`config.mk`:
```
export PLATFORM = sky130hd
export DESIGN_NAME = query_parameter_extractor_flat
export DESIGN_NICKNAME = d
export VERILOG_FILES = /design/src/qpe_pkg.sv /design/src/qpe_text_if.sv /design/src/qpe_result_if.sv /design/src/qpe_cfg_if.sv /design/src/query_parameter_extractor.sv /design/src/flat_wrapper.sv
export SDC_FILE = /design/constraint.sdc
export NUM_CORES = 1
export LEC_CHECK = 0
export BUFFER_PORTS_ARGS = -buffer_cell sky130_fd_sc_hd__buf_2
export CORE_ASPECT_RATIO = 0.75
export CORE_UTILIZATION = 40
export CTS_BUF_LIST = sky130_fd_sc_hd__clkbuf_2
export DETAILED_ROUTE_END_ITERATION = 12
export PLACE_DENSITY = 0.56
export SLEW_MARGIN = 20
export SYNTH_ARGS = -nofsm -noshare
export SYNTH_HDL_FRONTEND = slang
export SYNTH_SLANG_ARGS = --single-unit
```
`constraint.sdc`:
```
create_clock -name clk -period 13.21 [get_ports clk]
set_input_delay 1.321 -clock clk [delete_from_list [all_inputs] [get_ports clk]]
set_output_delay 1.321 -clock clk [all_outputs]
set_load 0.01 [all_outputs]
```
`src/qpe_pkg.sv`:
```
// ----------------------------------------------------------------------------
// qpe_pkg
// Shared types and constants for the query parameter extractor.
// ----------------------------------------------------------------------------
package qpe_pkg;

	// Character codes
	localparam logic [7:0] CH_AMP = 8'h26; // '&'
	localparam logic [7:0] CH_LF  = 8'h0A; // newline
	localparam logic [7:0] CH_CR  = 8'h0D; // carriage return
	localparam logic [7:0] CH_EQ  = 8'h3D; // '='

	// Configuration register indexes
	typedef enum logic [1:0] {
		REG_NAME_LOW  = 2'd0,
		REG_NAME_HIGH = 2'd1,
		REG_NAME_LEN  = 2'd2,
		REG_LIMIT     = 2'd3
	} qpe_reg_t;

	localparam logic [8:0] LIMIT_RESET = 9'd256;

	// Scan phase
	typedef enum logic [1:0] {
		PH_FIELD = 2'd0, // at a field start, comparing name bytes
		PH_SKIP  = 2'd1, // field does not match, wait for terminator
		PH_VALUE = 2'd2, // streaming the value
		PH_DONE  = 2'd3  // value ended, ignore rest of string
	} qpe_phase_t;

	// One result transaction
	typedef struct packed {
		logic [7:0] value_byte;
		logic       byte_valid;
		logic       found;
		logic       done_res;
	} qpe_res_t;

	localparam int RES_DEPTH = 4;

endpackage

```
`src/qpe_text_if.sv`:
```
// ----------------------------------------------------------------------------
// qpe_text_if
// Input byte stream channel: one text byte per transaction.
// ----------------------------------------------------------------------------
interface qpe_text_if;
	logic       valid;
	logic       ready;
	logic [7:0] text_byte;
	logic       end_of_text;

	modport source (output valid, output text_byte, output end_of_text, input ready);
	modport sink   (input valid, input text_byte, input end_of_text, output ready);
endinterface

```
`src/qpe_result_if.sv`:
```
// ----------------------------------------------------------------------------
// qpe_result_if
// Result channel: one value byte and/or closing flags per transaction.
// ----------------------------------------------------------------------------
interface qpe_result_if;
	logic       valid;
	logic       ready;
	logic [7:0] value_byte;
	logic       byte_valid;
	logic       found;
	logic       done_res;

	modport source (output valid, output value_byte, output byte_valid, output found,
		output done_res, input ready);
	modport sink   (input valid, input value_byte, input byte_valid, input found,
		input done_res, output ready);
endinterface

```
`src/qpe_cfg_if.sv`:
```
// ----------------------------------------------------------------------------
// qpe_cfg_if
// Configuration write channel: register index and write data.
// ----------------------------------------------------------------------------
interface qpe_cfg_if;
	logic        valid;
	logic        ready;
	logic [1:0]  index;
	logic [63:0] data;

	modport source (output valid, output index, output data, input ready);
	modport sink   (input valid, input index, input data, output ready);
endinterface

```
`src/query_parameter_extractor.sv`:
```
// ----------------------------------------------------------------------------
// query_parameter_extractor
// Finds the first field "name=value" in a byte stream and streams its value.
// ----------------------------------------------------------------------------
//  Channel | Dir | Payload                                    | Transaction
//  text    | in  | text_byte, end_of_text                     | one string byte
//  result  | out | value_byte, byte_valid, found, done_res    | one result
//  cfg     | in  | index (0..3), data                         | one register write
//
// Each text byte is taken into an input register and resolved from there;
// one byte per cycle is sustained while the 4-entry result queue has room.
// A byte yields 0, 1 or 2 results; the input register advances only when the
// queue has room for two, so text.ready falls while result.ready stays low.
// Reset clears all scan state and the queue; registers reset to empty name
// and limit 256. cfg.ready is always high.
// ----------------------------------------------------------------------------
module query_parameter_extractor
	import qpe_pkg::*;
#(
	parameter int NAME_BYTES = 16
) (
	input  logic            clk,
	input  logic            arst_n,
	qpe_text_if.sink        text,
	qpe_result_if.source    result,
	qpe_cfg_if.sink         cfg
);

	localparam int PW = $clog2(RES_DEPTH);

	// ---------------- configuration registers ----------------
	logic [63:0] name_low_q, name_high_q;
	logic [4:0]  name_len_q;
	logic [8:0]  limit_q;

	assign cfg.ready = 1'b1;

	always_ff @(posedge clk or negedge arst_n) begin
		if (!arst_n) begin
			name_low_q  <= '0;
			name_high_q <= '0;
			name_len_q  <= '0;
			limit_q     <= LIMIT_RESET;
		end else if (cfg.valid) begin
			case (qpe_reg_t'(cfg.index))
				REG_NAME_LOW:  name_low_q  <= cfg.data;
				REG_NAME_HIGH: name_high_q <= cfg.data;
				REG_NAME_LEN:  name_len_q  <= cfg.data[4:0];
				REG_LIMIT:     limit_q     <= cfg.data[8:0];
				default:       ;
			endcase
		end
	end

	// ---------------- input register ----------------
	logic       v_s1;
	logic [7:0] byte_s1;
	logic       end_s1;
	logic       adv;       // stage 1 item resolved this cycle
	logic       out_fire;
	logic [PW:0] cnt_q;

	assign out_fire   = result.valid && result.ready;
	// room for two results after this cycle's read
	assign adv        = v_s1 && ((cnt_q - {{PW{1'b0}}, out_fire}) <= (PW+1)'(RES_DEPTH - 2));
	assign text.ready = !v_s1 || adv;

	always_ff @(posedge clk or negedge arst_n) begin
		if (!arst_n) begin
			v_s1 <= 1'b0;
		end else if (text.ready) begin
			v_s1 <= text.valid;
		end
	end

	always_ff @(posedge clk) begin
		if (text.ready && text.valid) begin
			byte_s1 <= text.text_byte;
			end_s1  <= text.end_of_text;
		end
	end

	// ---------------- scan state ----------------
	qpe_phase_t phase_q, phase_d;
	logic [4:0] mc_q, mc_d;        // name bytes matched
	logic [8:0] vc_q, vc_d;        // value bytes emitted
	logic       hr_q, hr_d;        // held carriage return
	logic       nf_q, nf_d;        // name found

	// scan logic
	logic [4:0]   len;
	logic [127:0] name_all;
	logic [7:0]   name_b;
	logic         hit, is_term;
	logic [8:0]   cap;
	logic [1:0]   c_n;             // candidate value bytes
	logic [7:0]   c0, c1;
	logic         e0, e1;
	logic [1:0]   nw;
	qpe_res_t     r0, r1;

	assign len      = (name_len_q > 5'(NAME_BYTES)) ? 5'(NAME_BYTES) : name_len_q;
	assign name_all = {name_high_q, name_low_q};
	assign name_b   = name_all[{mc_q[3:0], 3'b000} +: 8];
	assign is_term  = (byte_s1 == CH_AMP) || (byte_s1 == CH_LF);
	assign cap      = (limit_q == 9'd0) ? 9'd0 : limit_q - 9'd1;

	always_comb begin
		phase_d = phase_q;
		mc_d    = mc_q;
		vc_d    = vc_q;
		hr_d    = hr_q;
		nf_d    = nf_q;
		c_n     = 2'd0;
		c0      = 8'd0;
		c1      = 8'd0;
		hit     = 1'b0;

		case (phase_q)
			PH_FIELD: begin
				hit = (mc_q < len) ? (byte_s1 == name_b) : (byte_s1 == CH_EQ);
				if (hit) begin
					if (mc_q < len) begin
						mc_d = mc_q + 5'd1;
					end else begin
						nf_d    = 1'b1;
						phase_d = PH_VALUE;
						vc_d    = 9'd0;
						hr_d    = 1'b0;
					end
				end else if (is_term) begin
					mc_d = 5'd0;
				end else begin
					phase_d = PH_SKIP;
				end
			end
			PH_SKIP: begin
				if (is_term) begin
					phase_d = PH_FIELD;
					mc_d    = 5'd0;
				end
			end
			PH_VALUE: begin
				hr_d = 1'b0;
				if (hr_q && byte_s1 == CH_LF) begin
					phase_d = PH_DONE;  // CR LF: drop the CR
				end else begin
					if (hr_q) begin
						c_n = 2'd1;
						c0  = CH_CR;
					end
					if (is_term) begin
						phase_d = PH_DONE;
					end else if (byte_s1 == CH_CR) begin
						hr_d = 1'b1;
					end else begin
						if (c_n == 2'd0) c0 = byte_s1;
						else             c1 = byte_s1;
						c_n = c_n + 2'd1;
					end
				end
				// string ends on a held CR: emit it
				if (end_s1 && phase_d == PH_VALUE && hr_d) begin
					hr_d = 1'b0;
					if (c_n == 2'd0) c0 = CH_CR;
					else             c1 = CH_CR;
					c_n = c_n + 2'd1;
				end
			end
			default: ;
		endcase

		// length cap; a refused byte refuses everything after it
		e0 = (c_n != 2'd0) && (vc_q < cap);
		e1 = e0 && (c_n == 2'd2) && ((vc_q + 9'd1) < cap);
		vc_d = vc_d + {8'd0, e0} + {8'd0, e1};

		r0 = '{value_byte: e0 ? c0 : 8'd0, byte_valid: e0, found: 1'b0, done_res: 1'b0};
		r1 = '{value_byte: c1, byte_valid: 1'b1, found: 1'b0, done_res: 1'b0};
		nw = {1'b0, e0} + {1'b0, e1};

		if (end_s1) begin
			if (e1) begin
				r1.found    = nf_d;
				r1.done_res = 1'b1;
			end else begin
				r0.found    = nf_d;
				r0.done_res = 1'b1;
				nw          = e0 ? 2'd1 : 2'd1;
			end
			phase_d = PH_FIELD;
			mc_d    = 5'd0;
			vc_d    = 9'd0;
			hr_d    = 1'b0;
			nf_d    = 1'b0;
		end
	end

	always_ff @(posedge clk or negedge arst_n) begin
		if (!arst_n) begin
			phase_q <= PH_FIELD;
			mc_q    <= '0;
			vc_q    <= '0;
			hr_q    <= 1'b0;
			nf_q    <= 1'b0;
		end else if (adv) begin
			phase_q <= phase_d;
			mc_q    <= mc_d;
			vc_q    <= vc_d;
			hr_q    <= hr_d;
			nf_q    <= nf_d;
		end
	end

	// ---------------- result queue ----------------
	qpe_res_t        res_mem [RES_DEPTH];
	logic [PW-1:0]   wp_q, rp_q;
	logic [1:0]      nw_eff;

	assign nw_eff = adv ? nw : 2'd0;

	always_ff @(posedge clk or negedge arst_n) begin
		if (!arst_n) begin
			wp_q  <= '0;
			rp_q  <= '0;
			cnt_q <= '0;
		end else begin
			wp_q  <= wp_q + PW'(nw_eff);
			rp_q  <= rp_q + PW'(out_fire);
			cnt_q <= cnt_q + (PW+1)'(nw_eff) - (PW+1)'(out_fire);
		end
	end

	always_ff @(posedge clk) begin
		if (nw_eff != 2'd0) res_mem[wp_q] <= r0;
		if (nw_eff == 2'd2) res_mem[wp_q + PW'(1)] <= r1;
	end

	assign result.valid      = (cnt_q != '0);
	assign result.value_byte = res_mem[rp_q].value_byte;
	assign result.byte_valid = res_mem[rp_q].byte_valid;
	assign result.found      = res_mem[rp_q].found;
	assign result.done_res   = res_mem[rp_q].done_res;

endmodule

```
`src/flat_wrapper.sv`:
```
// flat-port wrapper written by rule: the top's interface ports become plain ports
module query_parameter_extractor_flat import qpe_pkg::*;
#(
	parameter int NAME_BYTES = 16
)
  (clk, arst_n, text_valid, text_text_byte, text_end_of_text, text_ready, result_valid, result_value_byte, result_byte_valid, result_found, result_done_res, result_ready, cfg_valid, cfg_index, cfg_data, cfg_ready);
  qpe_text_if text_i ();
  qpe_result_if result_i ();
  qpe_cfg_if cfg_i ();
  input  logic clk;
  input  logic arst_n;
  input wire logic [$bits(text_i.valid)-1:0] text_valid;
  input wire logic [$bits(text_i.text_byte)-1:0] text_text_byte;
  input wire logic [$bits(text_i.end_of_text)-1:0] text_end_of_text;
  output wire logic [$bits(text_i.ready)-1:0] text_ready;
  output wire logic [$bits(result_i.valid)-1:0] result_valid;
  output wire logic [$bits(result_i.value_byte)-1:0] result_value_byte;
  output wire logic [$bits(result_i.byte_valid)-1:0] result_byte_valid;
  output wire logic [$bits(result_i.found)-1:0] result_found;
  output wire logic [$bits(result_i.done_res)-1:0] result_done_res;
  input wire logic [$bits(result_i.ready)-1:0] result_ready;
  input wire logic [$bits(cfg_i.valid)-1:0] cfg_valid;
  input wire logic [$bits(cfg_i.index)-1:0] cfg_index;
  input wire logic [$bits(cfg_i.data)-1:0] cfg_data;
  output wire logic [$bits(cfg_i.ready)-1:0] cfg_ready;
  assign text_i.valid = text_valid;
  assign text_i.text_byte = text_text_byte;
  assign text_i.end_of_text = text_end_of_text;
  assign text_ready = text_i.ready;
  assign result_valid = result_i.valid;
  assign result_value_byte = result_i.value_byte;
  assign result_byte_valid = result_i.byte_valid;
  assign result_found = result_i.found;
  assign result_done_res = result_i.done_res;
  assign result_i.ready = result_ready;
  assign cfg_i.valid = cfg_valid;
  assign cfg_i.index = cfg_index;
  assign cfg_i.data = cfg_data;
  assign cfg_ready = cfg_i.ready;
  query_parameter_extractor #(.NAME_BYTES(NAME_BYTES)) u_core (.clk(clk), .arst_n(arst_n), .text(text_i), .result(result_i), .cfg(cfg_i));
endmodule
```
Word-level counts from Yosys, hierarchy flattened
Memory sizes are Yosys's and may differ from the RTL's.
Index checks and enable logic that the tools add are counted.
W data, S select, Z words.
{"block": "totals", "reg_bits": 177, "mem_bits_rw": 44, "inputBits": 80, "output_inout_bits": 14, "wordCells": 155, "mem_count": 1}
{"memory": "u_core.res_mem", "words": 4, "width": 11, "rd": 1, "rd_ports_with_merged_regs": 0, "wr": 2, "line_no": "query_parameter_extractor.sv:216", "rtl": "qpe_res_t res_mem [RES_DEPTH];"}
{"block": "classes", "addsub": 14, "n_lt_le_gt_ge": 5, "eq_ne": 19, "n_shift": 1, "muxes": 70, "n_reduce_logical": 30}
{"operator": "$shiftx A128 B8 Y8", "n": 1}
{"operator": "$mux W8", "n": 15}
{"operator": "$mux W2", "n": 23}
{"operator": "$mux W9", "n": 5}
{"operator": "$mux W5", "n": 5}
{"operator": "$add A9 B1 Y9", "n": 2}
{"operator": "$lt A9 B9 Y1", "n": 2}
{"operator": "$mux W1", "n": 18}
{"operator": "$eq A8 B4 Y1 const B", "n": 2}
{"operator": "$eq A8 B6 Y1 const B", "n": 2}
{"operator": "$eq A2 B2 Y1 const B", "n": 6}
{"operator": "$pmux W5 S2", "n": 1}
{"operator": "$add A9 B1 Y9 const B", "n": 1}
{"operator": "$logic_and A1 B1 Y1", "n": 9}
{"operator": "$logic_not A9 Y1", "n": 1}
{"operator": "$reduce_bool A3 Y1", "n": 3}
{"operator": "$sub A9 B1 Y9 const B", "n": 1}
{"operator": "$eq A8 B8 Y1", "n": 1}
{"operator": "$logic_not A2 Y1", "n": 4}
{"operator": "$ne A4 B3 Y1 const B", "n": 2}
{"operator": "$reduce_and A2 Y1", "n": 4}
{"operator": "$add A2 B1 Y2 const B", "n": 3}
{"operator": "$ne A3 B1 Y1 const B", "n": 2}
{"operator": "$pmux W2 S3", "n": 1}
{"operator": "21 further kinds", "n": 25}

Longest topological paths before layout
{"block": "logic_depth", "word_depth": 23, "ltp_mapped": 22, "ltp_nobuf": 22}

Least setup slack after synthesis
Ideal clock, no wire load.
{"block": "synth_path", "path_kind": "register to register", "start": "register u_core.byte_s1[7]", "end": "memory u_core.res_mem[0][0] in the netlist's numbering (enable)", "setup_time_ns": 0.344, "arrival_ns": 3.997, "required_time_ns": 12.866, "slack_ns": 8.870, "path_stages_with_launch": 17, "n_path_buf": 1, "synth_period_minus_slack_ns": 4.340, "cell_sequence": "edfxtp_1 > clkbuf_1 > nor3_2 > nand4_1 > ha_1 > o41ai_1 > a221oi_1 > inv_1 > ha_1 > o2111ai_1 > a221oi_1 > o211a_2 > ha_1 > mux2i_1 > and3_1 > nand3_1 > nand2_1"}
{"item": "from (decl)", "line_no": "query_parameter_extractor.sv:57", "rtl": "logic [7:0] byte_s1;"}
{"item": "from (signal assigned)", "line_no": "query_parameter_extractor.sv:78", "rtl": "byte_s1 <= text.text_byte;"}
{"item": "to (decl)", "line_no": "query_parameter_extractor.sv:216"}

==> out/metrics.csv <==
stage,metric,value,unit
drt,Max Used Layer,met5,
worst_setup_path,largest delay contributor family on the critical path,compound AO/OA/AOI/OAI gates,
clock_tree,Resized cells post-CTS,0,
placement,GPL Wtd Cong,0.854,
logic_synthesis,predominant post-synthesis flop cell,dfrtp_1,
logic_synthesis,Synth Register Bits,221,
worst_setup_path,WP data required,13.68,ns
worst_setup_path,kind of critical path,flip-flop to flip-flop,
worst_setup_path,crit-path most repeated cell,ha_1,
sta,Max Clk Rate,178,MHz
sta,fin crit share,0.426,
logic_synthesis,register area share after synthesis,0.494,
global_route,pin count of the biggest net entering global routing,114,
worst_setup_path,critical-path cell list,"nor3_2, nand4_1, ha_1, o41ai_1, a221oi_1, inv_1, ha_1, o2111ai_1, a221oi_1, buf_4, o211a_2, ha_1, mux2i_1, o21ai_0, nand3_1, nand2_1",
worst_setup_path,CP Max Fanout,13,
power,Leakage,5.39,nW
logic_synthesis,distinct cell type count after synthesis,77,
clock_tree,root buffer cell,clkbuf_2,
drt,drt initial violations,577,
status,outcome,completed,
drt,Vias/cell,5.44,
flow_run,max-cap viol count,0,
drt,WL/cell,19.2,um
die,die area,29800,um2
placement,Final HPWL DP,19900,um
logic_synthesis,largest family of logic cells by synthesized area,multiplexers,
die,# rows,53,
cells_and_area,net count reported at finish,1156,
global_route,first-pass GRT wire length,45400,um
clock_tree,clk slew on worst S/H paths,0.11,ns
logic_synthesis,Post-Syn Instances,928,
logic_synthesis,XOR/XNOR share of the synthesized area,0.0165,
logic_synthesis,top-count cell post-synth,dfrtp_1,
global_route,Tot GR Track Use,0.199,
drt,TritonRoute pass-1 iters,4,
drt,Vias,7941,
sta,final setup vio count,0,
logic_synthesis,Synth warnings,0,
global_route,GRT Residual Overflow,0,
sta,Slew Limit Headroom,0.393,
worst_setup_path,Critical Path AT,6.10,ns
logic_synthesis,Post-Syn Area,11700,um2
logic_synthesis,Avg Inst Size Synth,12.6,um2
power,cell area power density,154,nW/um2
placement,Port Buffers,92,
logic_synthesis,Synth area leader,dfrtp_1,
die,Die Y,150,um
clock_tree,Clock Sinks,221,
power,VDD IR-drop max,0.110,mV
worst_setup_path,crit path buf inv count,2,
global_route,initial antenna violation count,3,
logic_synthesis,number of enable flip-flop cells after synthesis,49,
clock_tree,Post-CTS Setup Inserts,0,
global_route,vias in the first global route,7892,
worst_setup_path,Worst setup EP type,flip-flop,
logic_synthesis,syn nets,1047,
die,core footprint,28300,um2
clock_tree,maximum buffer depth of the clock tree,3,
drt,drt drc,0,
drt,Total Routed Length,28000,um
clock_tree,worst skew pair latency,0.84,ns
placement,cell area after placement,12400,um2
die,initial core utilization,0.412,
clock_tree,hold bufs inserted after CTS,0,
sta,setup TNS,0,ns
logic_synthesis,Post-Synth Adder-Cell Area,0.0431,
drt,met2 WL,11000,um
sta,worst clock skew,0.0345,ns
sta,worst slew pin tran,0.911,ns
clock_tree,CTS tree,yes,
drt,met3 routed WL,2070,um
cells_and_area,Area Overhead vs Synth,10.8,%
drt,Routed Antenna Nets,0,
drt,M1 WL,14600,um
worst_setup_path,crit path launch type,flip-flop,
sta,Final Hold Violating Endpoints,0,
cells_and_area,area of the multi-input gates,5560,um2
sta,fin crit period,5.63,ns
logic_synthesis,post-synthesis mux area share,0.233,
worst_setup_path,"slowest stage cell, crit path",edfxtp_1,
cells_and_area,register area,5760,um2
cells_and_area,layout cells sized above 1,0.364,
sta,RSZ-0062 raised after global routing,false,
worst_hold_path,HP Class,flip-flop to flip-flop,
sta,Max Transition Viols Final,0,
logic_synthesis,Synth area leaders,"dfrtp_1 36%, mux2_2 15%, edfxtp_1 13%",
cells_and_area,FILL cells,2698,
logic_synthesis,Synth Area in Simple Gates,0.100,
logic_synthesis,top cell type's share of synthesized area,0.358,
sta,worst-case hold slack,0.487,ns
die,IO Pins,94,
power,Tot Pwr,1.99,mW
die,Die X,199,um
cells_and_area,final instance area,12900,um2
logic_synthesis,"top cells by count, synth","167 x dfrtp_1, 152 x mux2_2, 70 x nand2_1",
clock_tree,H-tree depth,2,
logic_synthesis,Synth Area in Compound Gates,0.0837,
placement,worst slack at placement,7.67,ns
sta,slack of the critical path,7.58,ns
logic_synthesis,Async SR Flop Fraction,0.760,
clock_tree,Num CTS Buffers,56,
worst_setup_path,CP max stage delay,0.60,ns
## power by group
part	internal [mW]	total [mW]	switching, mW
Clock	0.184	0.461	0.276
Combinational	0.276	0.571	0.295
Sequential	0.834	0.956	0.122
Total	1.29	1.99	0.693
## layer usage
metal / vias up / global-route usage
li1: 3734 / -
met1: 3924 / 0.316
met2: 244 / 0.259
met3: 37 / 0.0541
met4: 2 / 0.0492
met5: - / 0
## worst register-to-register path: stages (launching register included)
cell,delay (ns)
edfxtp_1,0.60
nor3_2,0.35
nand4_1,0.26
ha_1,0.41
o41ai_1,0.08
a221oi_1,0.54
inv_1,0.10
ha_1,0.32
o2111ai_1,0.12
a221oi_1,0.24
buf_4,0.27
o211a_2,0.38
ha_1,0.18
mux2i_1,0.10
o21ai_0,0.54
nand3_1,0.35
nand2_1,0.46
## placed cells by master, fill, tap and decap left out, types with 12 or more instances in the layout
| cell | n |
|---|---|
| dfrtp_1 | 165 |
| o21ai_0 | 13 |
| buf_2 | 91 |
| nand3_1 | 25 |
| mux2i_1 | 15 |
| nor2b_1 | 31 |
| nor2_1 | 31 |
| nand2_1 | 70 |
| a21oi_1 | 24 |
| mux4_2 | 36 |
| inv_1 | 27 |
| xor2_1 | 14 |
| o21ai_1 | 12 |
| ha_1 | 37 |
| edfxtp_1 | 49 |
| o22ai_1 | 19 |
| clkbuf_2 | 83 |
| mux2_2 | 152 |
## cells by family after synthesis
kind of cell             after synthesis
multiplexers                         205
XOR/XNOR                              22
AO/OA/AOI/OAI                        139
flip-flops                           221
AND/OR/NAND/NOR                      225
buffers and inverters                 76
other                                  1
adder cells (fa/ha/maj)               39
## path summary, 6_finish.rpt
path,from,end,slack (ns),depth (start not counted)
max in group asynchronous,arst_n,u_core.mc_q[0]$_DFFE_PN0P_,11.25,2
setup reg to reg,u_core.byte_s1[4]$_DFFE_PP_,u_core.res_mem[3][8]$_DFFE_PP_,7.58,16
min in group asynchronous,arst_n,u_core.name_high_q[47]$_DFFE_PN0P_,0.62,1
hold / removal,u_core.res_mem[3][2]$_SDFFE_PP1P_,u_core.res_mem[3][2]$_SDFFE_PP1P_,0.49,1
setup / recovery,u_core.byte_s1[4]$_DFFE_PP_,u_core.res_mem[3][8]$_DFFE_PP_,7.58,16
hold reg to reg,u_core.res_mem[3][2]$_SDFFE_PP1P_,u_core.res_mem[3][2]$_SDFFE_PP1P_,0.49,1
## sequential cells by signal (all words and copies together) (netlist names)
name,flops
u_core.name_high_q,64
u_core.v_s1,1
u_core.rp_q,2
u_core.byte_s1,8
u_core.limit_q,9
u_core.phase_q,2
u_core.nf_q,1
u_core.hr_q,1
u_core.name_low_q,64
u_core.vc_q,9
u_core.mc_q,5
u_core.cnt_q,3
u_core.res_mem,44
u_core.name_len_q,5
u_core.wp_q,2
u_core.end_s1,1
## per-stage QoR
| step | util | std cells |
|---|---|---|
| 3_5_place_dp | 0.439 | 1364 |
| 3_3_place_gp | 0.439 | 1364 |
| 6_report | 0.456 | 1460 |
| 5_1_grt | 0.456 | 1460 |
| 2_1_floorplan | - | 928 |
| 4_1_cts | 0.456 | 1459 |
## area by class of cell
class	instances	area share
Tap cell	385	0.0373
Clock inverter	12	0.00571
Sequential cell	221	0.446
Multi-Input combinational cell	631	0.430
Clock buffer	83	0.0321
Antenna cell	1	0.000194
Timing Repair Buffer	100	0.0410
Inverter	27	0.00784
No activity file was read; power rests on OpenSTA's default activity.
